`src/hdl/flow_vector_to_color_unit_assert.svh`:
```
// Assertion macros for the flow vector to color unit.
// Included by the modules that carry concurrent assertions.
`ifndef FLOW_VECTOR_TO_COLOR_UNIT_ASSERT_SVH
`define FLOW_VECTOR_TO_COLOR_UNIT_ASSERT_SVH
// Checks an implication on the rising clock edge, disabled while in reset.
`define FVC_ASSERT(label, prop, msg) \
    label: assert property (@(posedge aclk) disable iff (!aresetn) prop) else $error(msg);
// Checks a property that must also hold during reset.
`define FVC_ASSERT_ALWAYS(label, prop, msg) \
    label: assert property (@(posedge aclk) prop) else $error(msg);
`endif

```
`src/hdl/fvc_pkg.sv`:
```
// Package for the flow vector to color unit: widths, tables and the queue entry type.
// Used by every module of the unit; depends on nothing.
package fvc_pkg;

    localparam int FLOW_WIDTH = 16;
    localparam int MAG_WIDTH = 16;
    localparam int SQ_WIDTH = 2 * FLOW_WIDTH + 1;
    localparam int CORDIC_STEPS = 15;
    localparam int WHEEL_SIZE = 55;
    localparam int CORDIC_WIDTH = FLOW_WIDTH + 8 + 3;
    localparam logic [15:0] MIN_MAG_RESET = 16'd1024;

    typedef logic [MAG_WIDTH-1:0] mag_t;

    // One classified transaction handed from the front to the back.
    typedef struct packed {
        logic                          kind;
        logic                          frame_start;
        logic signed [FLOW_WIDTH-1:0]  flow_x;
        logic signed [FLOW_WIDTH-1:0]  flow_y;
    } item_t;

    typedef enum logic [2:0] {
        ST_IDLE, ST_SQRT, ST_DECIDE, ST_CORDIC, ST_DIVIDE, ST_MIX, ST_OUT
    } back_state_t;

    // Arctangent of 2^-i in 1/65536 turns.
    function automatic logic [15:0] turn_angle(input logic [3:0] i);
        logic [15:0] a;
        case (i)
            4'd0: a = 16'd8192;
            4'd1: a = 16'd4836;
            4'd2: a = 16'd2555;
            4'd3: a = 16'd1297;
            4'd4: a = 16'd651;
            4'd5: a = 16'd326;
            4'd6: a = 16'd163;
            4'd7: a = 16'd81;
            4'd8: a = 16'd41;
            4'd9: a = 16'd20;
            4'd10: a = 16'd10;
            4'd11: a = 16'd5;
            4'd12: a = 16'd3;
            4'd13: a = 16'd1;
            4'd14: a = 16'd1;
            default: a = 16'd0;
        endcase
        return a;
    endfunction

    // Color wheel entry as packed {r, g, b}.
    // Segment ramps use exact reciprocal products over their short index ranges.
    function automatic logic [23:0] wheel_entry(input logic [5:0] k);
        int r, g, b, kk;
        r = 0; g = 0; b = 0;
        kk = int'(k);
        if (kk < 15) begin
            r = 255; g = 17 * kk;
        end else if (kk < 21) begin
            r = 255 - ((85 * (kk - 15)) >> 1); g = 255;
        end else if (kk < 25) begin
            g = 255; b = (255 * (kk - 21)) >> 2;
        end else if (kk < 36) begin
            g = 255 - ((255 * (kk - 25) * 5958) >> 16); b = 255;
        end else if (kk < 49) begin
            r = (255 * (kk - 36) * 5042) >> 16; b = 255;
        end else if (kk < WHEEL_SIZE) begin
            r = 255; b = 255 - ((85 * (kk - 49)) >> 1);
        end
        return {r[7:0], g[7:0], b[7:0]};
    endfunction

endpackage

```
`src/hdl/fvc_front.sv`:
```
// Front part: accepts input transactions into a two-entry queue.
// Depends on fvc_pkg.
module fvc_front (
    input  logic                aclk,
    input  logic                aresetn,
    input  logic                s_valid,
    output logic                s_ready,
    input  fvc_pkg::item_t      in_item,
    output logic                q_valid,
    input  logic                q_ready,
    output fvc_pkg::item_t      q_item
);
    fvc_pkg::item_t mem_reg [2];
    logic wr_ptr_reg, wr_ptr_next, rd_ptr_reg, rd_ptr_next;
    logic [1:0] count_reg, count_next;
    logic push, pop;

    assign s_ready = (count_reg != 2'd2);
    assign q_valid = (count_reg != 2'd0);
    assign q_item = mem_reg[rd_ptr_reg];
    assign push = s_valid && s_ready;
    assign pop = q_valid && q_ready;

    // Pointer and fill count update.
    always_comb begin
        wr_ptr_next = push ? ~wr_ptr_reg : wr_ptr_reg;
        rd_ptr_next = pop ? ~rd_ptr_reg : rd_ptr_reg;
        count_next = count_reg + {1'b0, push} - {1'b0, pop};
    end

    always_ff @(posedge aclk) begin
        if (!aresetn) begin
            wr_ptr_reg <= 1'b0;
            rd_ptr_reg <= 1'b0;
            count_reg <= 2'd0;
        end else begin
            wr_ptr_reg <= wr_ptr_next;
            rd_ptr_reg <= rd_ptr_next;
            count_reg <= count_next;
        end
    end

    // Queue storage.
    always_ff @(posedge aclk) begin
        if (push) begin
            mem_reg[wr_ptr_reg] <= in_item;
        end
    end

    `include "flow_vector_to_color_unit_assert.svh"
    `FVC_ASSERT(a_no_overflow, count_reg == 2'd2 |-> !s_ready, "queue full but ready")
    `FVC_ASSERT(a_count_range, count_reg != 2'd3, "queue count out of range")
    `FVC_ASSERT(a_full_holds, (count_reg == 2'd2 && !pop) |=> count_reg == 2'd2, "full queue lost an entry")
endmodule

```
`src/hdl/fvc_back.sv`:
```
// Back part: square root, CORDIC phase, serial divide and color mixing.
// Depends on fvc_pkg.
module fvc_back (
    input  logic                aclk,
    input  logic                aresetn,
    input  logic [15:0]         min_magnitude,
    input  logic                q_valid,
    output logic                q_ready,
    input  fvc_pkg::item_t      q_item,
    output logic                m_valid,
    input  logic                m_ready,
    output logic [7:0]          m_red,
    output logic [7:0]          m_green,
    output logic [7:0]          m_blue
);
    localparam int SW = fvc_pkg::SQ_WIDTH;
    localparam int RW = SW + 1;
    localparam int CW = fvc_pkg::CORDIC_WIDTH;
    localparam int FLOW_ABS = fvc_pkg::FLOW_WIDTH;

    fvc_pkg::back_state_t state_reg, state_next;
    fvc_pkg::item_t item_reg;
    fvc_pkg::mag_t max_reg, mag_reg;
    logic [SW:0] op_reg, bit_reg;
    logic [RW-1:0] res_reg;
    logic signed [CW-1:0] cx_reg, cy_reg;
    logic [15:0] ph_reg;
    logic [4:0] step_reg;
    logic [16:0] ratio_reg;
    logic [32:0] rem_reg;
    logic beyond_reg;
    logic [1:0] ch_reg;
    logic mix_phase_reg;
    logic [24:0] cmix_reg;
    logic [7:0] rgb_reg [3];
    logic [23:0] c0, c1;
    logic [21:0] w;
    logic [15:0] f;
    logic [5:0] k0, k1;
    logic [7:0] e0, e1;
    logic [24:0] cmix, gap;
    logic [7:0] chv;
    logic [SW:0] sum_sq;
    logic [FLOW_ABS-1:0] ax, ay;
    logic [2*FLOW_ABS-1:0] sq_x, sq_y;
    logic [RW-1:0] mag_full;
    logic stepping;

    // Absolute values and squared length of the incoming vector.
    assign ax = q_item.flow_x[FLOW_ABS-1] ? FLOW_ABS'(-q_item.flow_x) : FLOW_ABS'(q_item.flow_x);
    assign ay = q_item.flow_y[FLOW_ABS-1] ? FLOW_ABS'(-q_item.flow_y) : FLOW_ABS'(q_item.flow_y);
    assign sq_x = ax * ax;
    assign sq_y = ay * ay;
    assign sum_sq = (SW+1)'(sq_x) + (SW+1)'(sq_y);
    assign mag_full = res_reg;
    assign stepping = (state_reg == fvc_pkg::ST_CORDIC) || (state_reg == fvc_pkg::ST_DIVIDE);

    // Next state.
    always_comb begin
        state_next = state_reg;
        case (state_reg)
            fvc_pkg::ST_IDLE: if (q_valid) state_next = fvc_pkg::ST_SQRT;
            fvc_pkg::ST_SQRT: if (bit_reg == '0) state_next = fvc_pkg::ST_DECIDE;
            fvc_pkg::ST_DECIDE: begin
                if (!item_reg.kind) state_next = fvc_pkg::ST_IDLE;
                else if (mag_reg < min_magnitude || max_reg == '0) state_next = fvc_pkg::ST_OUT;
                else state_next = fvc_pkg::ST_CORDIC;
            end
            fvc_pkg::ST_CORDIC: if (step_reg == 5'(fvc_pkg::CORDIC_STEPS))
                state_next = beyond_reg ? fvc_pkg::ST_MIX : fvc_pkg::ST_DIVIDE;
            fvc_pkg::ST_DIVIDE: if (step_reg == 5'd17) state_next = fvc_pkg::ST_MIX;
            fvc_pkg::ST_MIX: if (ch_reg == 2'd2 && mix_phase_reg) state_next = fvc_pkg::ST_OUT;
            fvc_pkg::ST_OUT: if (m_ready) state_next = fvc_pkg::ST_IDLE;
            default: state_next = fvc_pkg::ST_IDLE;
        endcase
    end

    // Handshake outputs.
    always_comb begin
        q_ready = (state_reg == fvc_pkg::ST_IDLE);
        m_valid = (state_reg == fvc_pkg::ST_OUT);
        m_red = rgb_reg[0];
        m_green = rgb_reg[1];
        m_blue = rgb_reg[2];
    end

    // Wheel blend for the current channel, then saturation from the registered blend.
    always_comb begin
        w = 22'(ph_reg) * 22'd54;
        k0 = w[21:16];
        k1 = (k0 == 6'(fvc_pkg::WHEEL_SIZE - 1)) ? 6'd0 : k0 + 6'd1;
        f = w[15:0];
        c0 = fvc_pkg::wheel_entry(k0);
        c1 = fvc_pkg::wheel_entry(k1);
        e0 = c0[8*(2-ch_reg) +: 8];
        e1 = c1[8*(2-ch_reg) +: 8];
        cmix = (25'(17'h10000 - 17'(f)) * 25'(e0)) + (25'(f) * 25'(e1));
        gap = 25'd16711680 - cmix_reg;
        if (beyond_reg) begin
            chv = 8'((27'(cmix_reg) * 27'd3) >> 18);
        end else begin
            chv = 8'(((42'd255 << 32) - 42'(ratio_reg) * 42'(gap)) >> 32);
        end
    end

    always_ff @(posedge aclk) begin
        if (!aresetn) begin
            state_reg <= fvc_pkg::ST_IDLE;
            max_reg <= '0;
        end else begin
            state_reg <= state_next;
            if (state_reg == fvc_pkg::ST_DECIDE && !item_reg.kind) begin
                if (item_reg.frame_start) max_reg <= (mag_reg > 16'd0) ? mag_reg : '0;
                else if (mag_reg > max_reg) max_reg <= mag_reg;
            end
        end
    end

    // Datapath: one square root bit pair, CORDIC step or quotient bit per cycle.
    always_ff @(posedge aclk) begin
        case (state_reg)
            fvc_pkg::ST_IDLE: begin
                item_reg <= q_item;
                op_reg <= sum_sq;
                res_reg <= '0;
                bit_reg <= (SW+1)'(1) << (2 * (SW / 2));
                for (int c = 0; c < 3; c++) rgb_reg[c] <= 8'd0;
            end
            fvc_pkg::ST_SQRT: begin
                if (bit_reg != '0) begin
                    if (op_reg >= (SW+1)'(res_reg) + bit_reg) begin
                        op_reg <= op_reg - ((SW+1)'(res_reg) + bit_reg);
                        res_reg <= RW'(((SW+1)'(res_reg) >> 1) + bit_reg);
                    end else begin
                        res_reg <= res_reg >> 1;
                    end
                    bit_reg <= bit_reg >> 2;
                end else begin
                    mag_reg <= (mag_full > RW'(16'hFFFF)) ? 16'hFFFF : 16'(mag_full);
                end
            end
            fvc_pkg::ST_DECIDE: begin
                beyond_reg <= mag_reg > max_reg;
                step_reg <= '0;
                ch_reg <= '0;
                mix_phase_reg <= 1'b0;
                if (item_reg.flow_x < 0) begin
                    cx_reg <= -(CW'(item_reg.flow_x) <<< 8);
                    cy_reg <= -(CW'(item_reg.flow_y) <<< 8);
                    ph_reg <= 16'h8000;
                end else begin
                    cx_reg <= CW'(item_reg.flow_x) <<< 8;
                    cy_reg <= CW'(item_reg.flow_y) <<< 8;
                    ph_reg <= 16'h0000;
                end
                ratio_reg <= '0;
                rem_reg <= '0;
            end
            fvc_pkg::ST_CORDIC: begin
                if (step_reg < 5'(fvc_pkg::CORDIC_STEPS)) begin
                    if (cy_reg >= 0) begin
                        cx_reg <= cx_reg + (cy_reg >>> step_reg);
                        cy_reg <= cy_reg - (cx_reg >>> step_reg);
                        ph_reg <= ph_reg + fvc_pkg::turn_angle(step_reg[3:0]);
                    end else begin
                        cx_reg <= cx_reg - (cy_reg >>> step_reg);
                        cy_reg <= cy_reg + (cx_reg >>> step_reg);
                        ph_reg <= ph_reg - fvc_pkg::turn_angle(step_reg[3:0]);
                    end
                    step_reg <= step_reg + 5'd1;
                end else begin
                    if (item_reg.flow_x == 0 && item_reg.flow_y == 0) ph_reg <= '0;
                    step_reg <= '0;
                    rem_reg <= 33'(mag_reg);
                end
            end
            fvc_pkg::ST_DIVIDE: begin
                if (step_reg < 5'd17) begin
                    if (step_reg == 5'd0) begin
                        if (rem_reg >= 33'(max_reg)) begin
                            rem_reg <= (rem_reg - 33'(max_reg)) << 1;
                            ratio_reg <= 17'd1;
                        end else begin
                            rem_reg <= rem_reg << 1;
                        end
                    end else if (rem_reg >= 33'(max_reg)) begin
                        rem_reg <= (rem_reg - 33'(max_reg)) << 1;
                        ratio_reg <= {ratio_reg[15:0], 1'b1};
                    end else begin
                        rem_reg <= rem_reg << 1;
                        ratio_reg <= {ratio_reg[15:0], 1'b0};
                    end
                    step_reg <= step_reg + 5'd1;
                end
            end
            fvc_pkg::ST_MIX: begin
                if (!mix_phase_reg) begin
                    cmix_reg <= cmix;
                end else begin
                    rgb_reg[ch_reg] <= chv;
                    ch_reg <= ch_reg + 2'd1;
                end
                mix_phase_reg <= ~mix_phase_reg;
            end
            default: begin
            end
        endcase
    end

    `include "flow_vector_to_color_unit_assert.svh"
    `FVC_ASSERT(a_out_hold, (m_valid && !m_ready) |=> m_valid && $stable(m_red), "result dropped")
    `FVC_ASSERT(a_no_take_busy, !(q_ready && m_valid), "input taken while result pending")
    `FVC_ASSERT(a_step_bound, stepping |-> step_reg <= 5'd17, "step counter runaway")
endmodule

```
`src/hdl/flow_vector_to_color_unit.sv`:
```
// Top level of the flow vector to color unit.
// Depends on fvc_pkg, fvc_front and fvc_back.
//
// A measure sample passes through the shared back unit: it is taken in the idle state,
// the bit-pair square root runs its 17 steps and a final register step, and the decide
// state updates the frame maximum. A black colorize sample goes from decide to output.
// A colored sample adds the 15-step CORDIC phase and a blend and a store phase per color
// channel; unless it is beyond the maximum, a 17-step serial divide by the frame maximum
// comes before the mix. Each result then waits for m_ready. A two-entry queue in front
// accepts transactions while the back is busy. Measure samples give no result. The user
// ensures min_magnitude is written only when the unit is idle; it is not enforced here.
module flow_vector_to_color_unit (
    input  logic                                     aclk,
    input  logic                                     aresetn,
    input  logic                                     cfg_we,
    input  logic [15:0]                              cfg_wdata,
    input  logic                                     s_valid,
    output logic                                     s_ready,
    input  logic                                     s_kind,
    input  logic signed [fvc_pkg::FLOW_WIDTH-1:0]    s_flow_x,
    input  logic signed [fvc_pkg::FLOW_WIDTH-1:0]    s_flow_y,
    input  logic                                     s_frame_start,
    output logic                                     m_valid,
    input  logic                                     m_ready,
    output logic [7:0]                               m_red,
    output logic [7:0]                               m_green,
    output logic [7:0]                               m_blue
);
    logic [15:0] min_mag_reg;
    fvc_pkg::item_t in_item, q_item;
    logic q_valid, q_ready;

    // Threshold register.
    always_ff @(posedge aclk) begin
        if (!aresetn) begin
            min_mag_reg <= fvc_pkg::MIN_MAG_RESET;
        end else if (cfg_we) begin
            min_mag_reg <= cfg_wdata;
        end
    end

    assign in_item = '{kind: s_kind, frame_start: s_frame_start,
                       flow_x: s_flow_x, flow_y: s_flow_y};

    fvc_front u_front (
        .aclk(aclk), .aresetn(aresetn), .s_valid(s_valid), .s_ready(s_ready),
        .in_item(in_item), .q_valid(q_valid), .q_ready(q_ready), .q_item(q_item)
    );

    fvc_back u_back (
        .aclk(aclk), .aresetn(aresetn), .min_magnitude(min_mag_reg),
        .q_valid(q_valid), .q_ready(q_ready), .q_item(q_item),
        .m_valid(m_valid), .m_ready(m_ready),
        .m_red(m_red), .m_green(m_green), .m_blue(m_blue)
    );
endmodule
```
`config.mk`:
```
export PLATFORM = sky130hd
export DESIGN_NAME = flow_vector_to_color_unit
export DESIGN_NICKNAME = d
export VERILOG_FILES = /design/src/hdl/fvc_pkg.sv /design/src/hdl/fvc_front.sv /design/src/hdl/fvc_back.sv /design/src/hdl/flow_vector_to_color_unit.sv
export VERILOG_INCLUDE_DIRS = /design/src /design/src/hdl
export SDC_FILE = /design/constraint.sdc
export NUM_CORES = 2
export LEC_CHECK = 0
export BUFFER_PORTS_ARGS = -buffer_cell sky130_fd_sc_hd__buf_2
export CAP_MARGIN = 20
export CORE_MARGIN = 8
export CORE_UTILIZATION = 55
export CTS_CLUSTER_SIZE = 8
export DETAILED_ROUTE_END_ITERATION = 6
export PLACE_DENSITY = 0.77
export SLEW_MARGIN = 20
export SYNTH_ARGS = -nofsm -noshare
export SYNTH_HDL_FRONTEND = slang
export SYNTH_SLANG_ARGS = --single-unit
```
`constraint.sdc`:
```
create_clock -name aclk -period 42.5 [get_ports aclk]
set_input_delay 8.5 -clock aclk [delete_from_list [all_inputs] [get_ports aclk]]
set_output_delay 8.5 -clock aclk [all_outputs]
set_load 0.03 [all_outputs]
```
# Yosys cells after proc, flatten, opt, wreduce, memory -nomap -nowiden
# Memories as Yosys holds them, arrays and structs flattened. A register that Yosys moved wholly into a read port is not among the register bits.
# Index checks and enable logic that the tools add are counted.
totals:
  ramBits: 92
  ff_bits: 345
  latchBits: 0
  input_bits: 55
  rom_bits: 448
  word_cells: 286
  output_inout_bits: 26
  n_memories: 4
mem_list:
  columns: ["memory", "words", "width", "rd", "rd_ports_with_merged_regs", "write_ports", "line_no", "rtl"]
  rows:
  - ["(name not given)", 16, 14, 1, 1, 0, "fvc_pkg.sv:30", "case (i)"]
  - ["(name not given)", 16, 14, 1, 1, 0, "fvc_pkg.sv:30", null]
  - ["u_front.mem_reg", 2, 34, 1, 1, 1, "fvc_front.sv:13", "fvc_pkg::item_t mem_reg [2];"]
  - ["u_back.rgb_reg", 3, 8, 3, 0, 3, "fvc_back.sv:35", "logic [7:0] rgb_reg [3];"]
op_classes:
  add_sub_neg: 41
  div_mod_pow: 0
  n_mux: 105
  n_eq_ne: 25
  magnitude_cmp: 22
  n_reduce_logical: 34
  multipliers: 23
  bitwise: 4
  n_shift: 4
ops:
  columns: ["op", "count"]
  rows:
  - ["$mux 8", 34]
  - ["$mux 16", 15]
  - ["$pmux 34 s2", 3]
  - ["$mux 34", 5]
  - ["$mux 27", 6]
  - ["$mul 32x13->23 const B", 4]
  - ["$mul 8x32->9 const A", 4]
  - ["$mul 9x32->32 const A", 4]
  - ["$pmux 27 s2", 2]
  - ["$mux 33", 3]
  - ["$pmux 33 s3", 1]
  - ["$shiftx 24x33->8", 2]
  - ["$logic_not 32->1", 2]
  - ["$mul 16x16->32", 2]
  - ["$mul 9x32->10 const A", 2]
  - ["$add 27x27->27", 2]
  - ["$neg 24->27", 2]
  - ["$sshr 27x5->27", 2]
  - ["$sub 27x27->27", 2]
  - ["$mux 17", 3]
  - ["$sub 8x8->8 const A", 6]
  - ["$mul 17x25->40", 1]
  - ["$sub 40x40->40 const A", 1]
  - ["$lt 6x6->1 const B", 6]
  - ["other kinds (74)", 144]

# Longest topological paths before layout
depth:
  depth_word: 15
  depth_mapped: 96
  depth_no_buf: 93

# Hierarchy
# Synthesis repeated with hierarchy kept, for this count alone.
unflattened:
  hier_cells: 9828
  hier_area_um2: 90923.5
by_module_without_submodules:
  columns: ["module", "cells_per_inst", "area_per_inst_um2", "instances"]
  rows:
  - ["fvc_back", 9647, 87466.4, 1]
  - ["fvc_front", 130, 2844.0, 1]
  - ["flow_vector_to_color_unit", 51, 613.1, 1]

# Least setup slack after synthesis
# OpenSTA, ideal clock, no wires.
synth_timing:
  kind: "register to register"
  startpoint: "reg u_back.ph_reg[1]"
  endpoint: "reg u_back.cmix_reg[24], data pin"
  path_stages_with_launch: 91
  required_ns: 42.238
  n_path_buf: 3
  slack_ns: 20.810
  setup_ns: 0.262
  t_arrival_ns: 21.428
  cell_sequence: "edfxtp_1 ha_1 fa_1 inv_1 fa_1 inv_1 ha_1 and4_1 o21ai_2 a2111oi_0 a211o_1 clkbuf_1 clkbuf_1 ha_1 nand2_1 nor3_1 nand2_1 clkbuf_1 [55 not listed] a21boi_0 o31a_1 o21ai_0 nand2b_1 xnor2_1 fa_1 fa_1 fa_1 fa_1 inv_1 ha_1 nor2_1 nor2_1 o211ai_1 and3_1 o41ai_1 a21oi_1 xor2_1"
synth_via:
  elab_chain_cells: 15
  word_cells_on_any_way: 86
  classes_between: "add/sub: 19; mul: 19; order compare: 12; eq/ne: 1; shift: 2; mux: 33"
synth_lines:
  columns: ["element", "line_no", "rtl"]
  rows:
  - ["start: declaration", "fvc_back.sv:27", "logic [15:0] ph_reg;"]
  - ["start signal: assignment", "fvc_back.sv:164", "ph_reg <= ph_reg + fvc_pkg::turn_angle(step_reg[3:0]);"]
  - ["start signal: assignment", "fvc_back.sv:168", "ph_reg <= ph_reg - fvc_pkg::turn_angle(step_reg[3:0]);"]
  - ["$mul 16x5->21 *", "fvc_back.sv:89", "w = 22'(ph_reg) * 22'd54;"]
  - ["branches (longest 13 deep; another with $mul 9x32->32)", null, null]
  - ["$add 25x24->25 *", "fvc_back.sv:97", "cmix = (25'(17'h10000 - 17'(f)) * 25'(e0)) + (25'(f) * 25'(e1));"]
  - ["net u_back.cmix[24]", "fvc_back.sv:41", "logic [24:0] cmix, gap;"]
  - ["end signal: assignment", "fvc_back.sv:198", "cmix_reg <= cmix;"]
  - ["end: declaration", "fvc_back.sv:34", "logic [24:0] cmix_reg;"]
# Mark *: on every way through the listed nets, which the timed path passes.
# A chain may end at the register's enable or synchronous reset.

# Final worst setup path
layout_timing:
  startpoint: "reg u_back.ph_reg[0]"
  endpoint: "reg u_back.cmix_reg[24], data pin"
# Same word-level chain as after synthesis.

==> impl_results.md <==
* Status: finished, violations left
* Violated checks: DRC
* DIE AREA at 179,000 um2
* Skew-Pair Late Insertion Delay at 700 ps
* CTS tree: done
* Overflow after GRT at 0
* PortBufs at 80
* Deepest clock path buffer count at 3
* Final worst path period need at 24,830 ps
* Placer Congestion at 0.970
* P&R area growth vs syn at 5.62%
* Main synth FF type: edfxtp_1
* FF+latch count, synth at 434
* GRT Total Usage at 0.255
* CORE AREA at 165,000 um2
* Period utilization at 0.584
* Synth warn at 0
* DRT Wirelength at 229,000 um
* Drt drc at 1
* CP Max Fanout at 19
* Critical path's slowest cell: a32oi_1
* Crit Path Class: reg2reg
* Post-synth top cells: inv_1 (1,939), ha_1 (1,300), fa_1 (1,282), nand2_1 (863), nor2_1 (647)
* Setup-failing EPs final at 0
* Post-synth top area share at 0.281
* Cell count after synthesis at 9,883
* FMAX at 0.0403 GHz
* Endpoints failing hold at 0
* Post-CTS sizing at 0
* CP arrival at 25,250 ps
* Worst-Margin Slew at about 1200 ps
* Post-cts hold buffer count at 0
* Most common cell in the netlist: inv_1
* Die height at ~420 um
* CP Data Required Time at 42,920 ps
* Largest register FFs at a little under 70
* Total clock sinks at about 430
* Area contributors post-synth: fa_1 (28%), ha_1 (18%), edfxtp_1 (12%), inv_1 (8.0%), xnor2_1 (4.1%)
* H-tree depth at 2
* First-pass GRT wire length at roughly 380,000 um
* Crit path launch type: flop
* Post-CTS Setup Bufs at 0
* Crit-path max cell delay at 810 ps
* Detailed-route vias per instance at 5.74
* Skew final at about 73 ps
* Pin count of the biggest net entering global routing at 89
* CP Capture Type: flop
* Max Cap Viol at 0
* Reg clk slew, reported paths at about 50 ps
* Post-Syn Area per Cell at approximately 9.2 um2
* Max Slew Vio Count at 0
* Number of flops mapped to enable cells by yosys at 380
* Initial antenna violation count at 10
* Proportion of layout cells with a drive suffix above 1 at 0.0490
* Wirelength per Cell at 18.9 um
* Num CTS Buffers at 61
* Nets@finish at 12,500
* Count of different cell masters after synthesis at 105
* Sequential area share after synthesis at 0.137
* Mapped Area at between 90,000 and 100,000 um2
* Initial Util at 0.553
* IO Pins at 81
* Asr flop ratio synth at 0
* Vias in the first global route at ~74,000
* Vias at 69,800
* Root Buffer: clkbuf_16
* Post-Route Setup TNS at 0 ps
* Detailed Routing Iterations Pass 1 at 7
* Unrepaired setup endpoints after global routing: false
* Initial DRC Count at between 5,000 and 6,000
* Hold WC Path Type: reg2reg
* Post-DRT Antenna Nets at 0
* Synth area leader: fa_1
* Die X-Extent at 423 um
* DPL Wire Length at approximately 190,000 um
* Max-slew headroom at 0.221
* Row Count at 149
## cells by family (layout without fill, tap and decap cells)
family / count (synthesis) / after routing / share of synthesized area
AOI/OAI and AO/OA: 1364 / 1364 / 0.0963
and+or+nand+nor: 2473 / 2473 / 0.126
muxes: 175 / 175 / 0.0277
other: 2 / 36 / 0.0000822
DFF: 434 / 434 / 0.137
buffers and inverters: 2226 / 2275 / 0.0922
xor gates and xnor gates: 627 / 627 / 0.0613
adders and majority gates: 2582 / 2582 / 0.459
## area by class of cell
class | instances | area [um2]
repair buffers | 194 | 1270
inverters | 1965 | 7380
flip-flops and latches | 434 | 12500
well taps | 2189 | 2740
fillers | 14000 | 68500
clock buffers | 111 | 1720
diodes | 11 | 27.5
clock inverters | 5 | 125
multi-input cells | 7246 | 70700
## per-layer routing
metal	GRT usage	vias up	wire, um
li1	-	32100	-
met1	0.313	34500	89100
met2	0.441	2506	113000
met3	0.0333	647	14100
met4	0.130	0	13500
met5	0	-	0
## worst max-delay path, delay by kind of cell (launching register included)
kind	cells	cell delay, ps
buffers and inverters	16	1290
xor gates and xnor gates	4	820
adders and majority gates	26	11060
AOI/OAI and AO/OA	31	8140
DFF	1	730
and+or+nand+nor	14	2530
## through the flow
step,hold slack (ps),util,area (um2),setup WS (ps),cells
6_report,499,0.585,96400,17670,12200
5_1_grt,542,0.585,96400,16360,12200
4_1_cts,503,0.584,96400,18120,12100
3_5_place_dp,486,0.573,94500,18130,12000
3_3_place_gp,476,0.573,94500,18560,12000
2_1_floorplan,460,-,91400,20810,9906
## cells in the final DEF, fill, tap and decap left out, drive strengths merged, types with 15 or more instances in the layout
master   Yosys  final
o21ai      322    322
fa        1282   1282
clkbuf     215    111
a31o        27     27
dfxtp       54     54
mux2i       85     85
a211oi      50     50
xor2       191    191
a21o       131    131
a22o        15     15
a21oi      377    377
o21a        70     70
o31ai       41     41
edfxtp     380    380
nor4        43     43
conb         2     25
a31oi       60     60
nand3      110    110
mux2        31     31
o21bai      47     47
nand2b      98     98
mux4        59     59
and3        65     65
buf         46    194
nor2       648    648
o41ai       20     20
or2         45     45
inv       1948   1949
o211ai      18     18
and2       272    272
a21boi      26     26
ha        1300   1300
nor3       122    122
nand4       36     36
xnor2      432    432
or3         50     50
nor2b       67     67
nand2      863    863
a2111oi     15     15
clkinv      17     20
## worst paths after layout
path,slack (ps),startpoint,cells past startpoint,endpoint
worst max-delay path,17670,u_back.ph_reg[0]$_SDFFCE_PN0P_,91,u_back.cmix_reg[24]$_DFFE_PP_
worst max register to register,17670,u_back.ph_reg[0]$_SDFFCE_PN0P_,91,u_back.cmix_reg[24]$_DFFE_PP_
worst min register to register,500,min_mag_reg[2]$_SDFFE_PN0P_,2,min_mag_reg[2]$_SDFFE_PN0P_
worst min-delay path,500,min_mag_reg[2]$_SDFFE_PN0P_,2,min_mag_reg[2]$_SDFFE_PN0P_
Power is left out: the tool's default activity adds up to more than one toggle a clock period on the data nets, which glitch-free logic cannot reach.
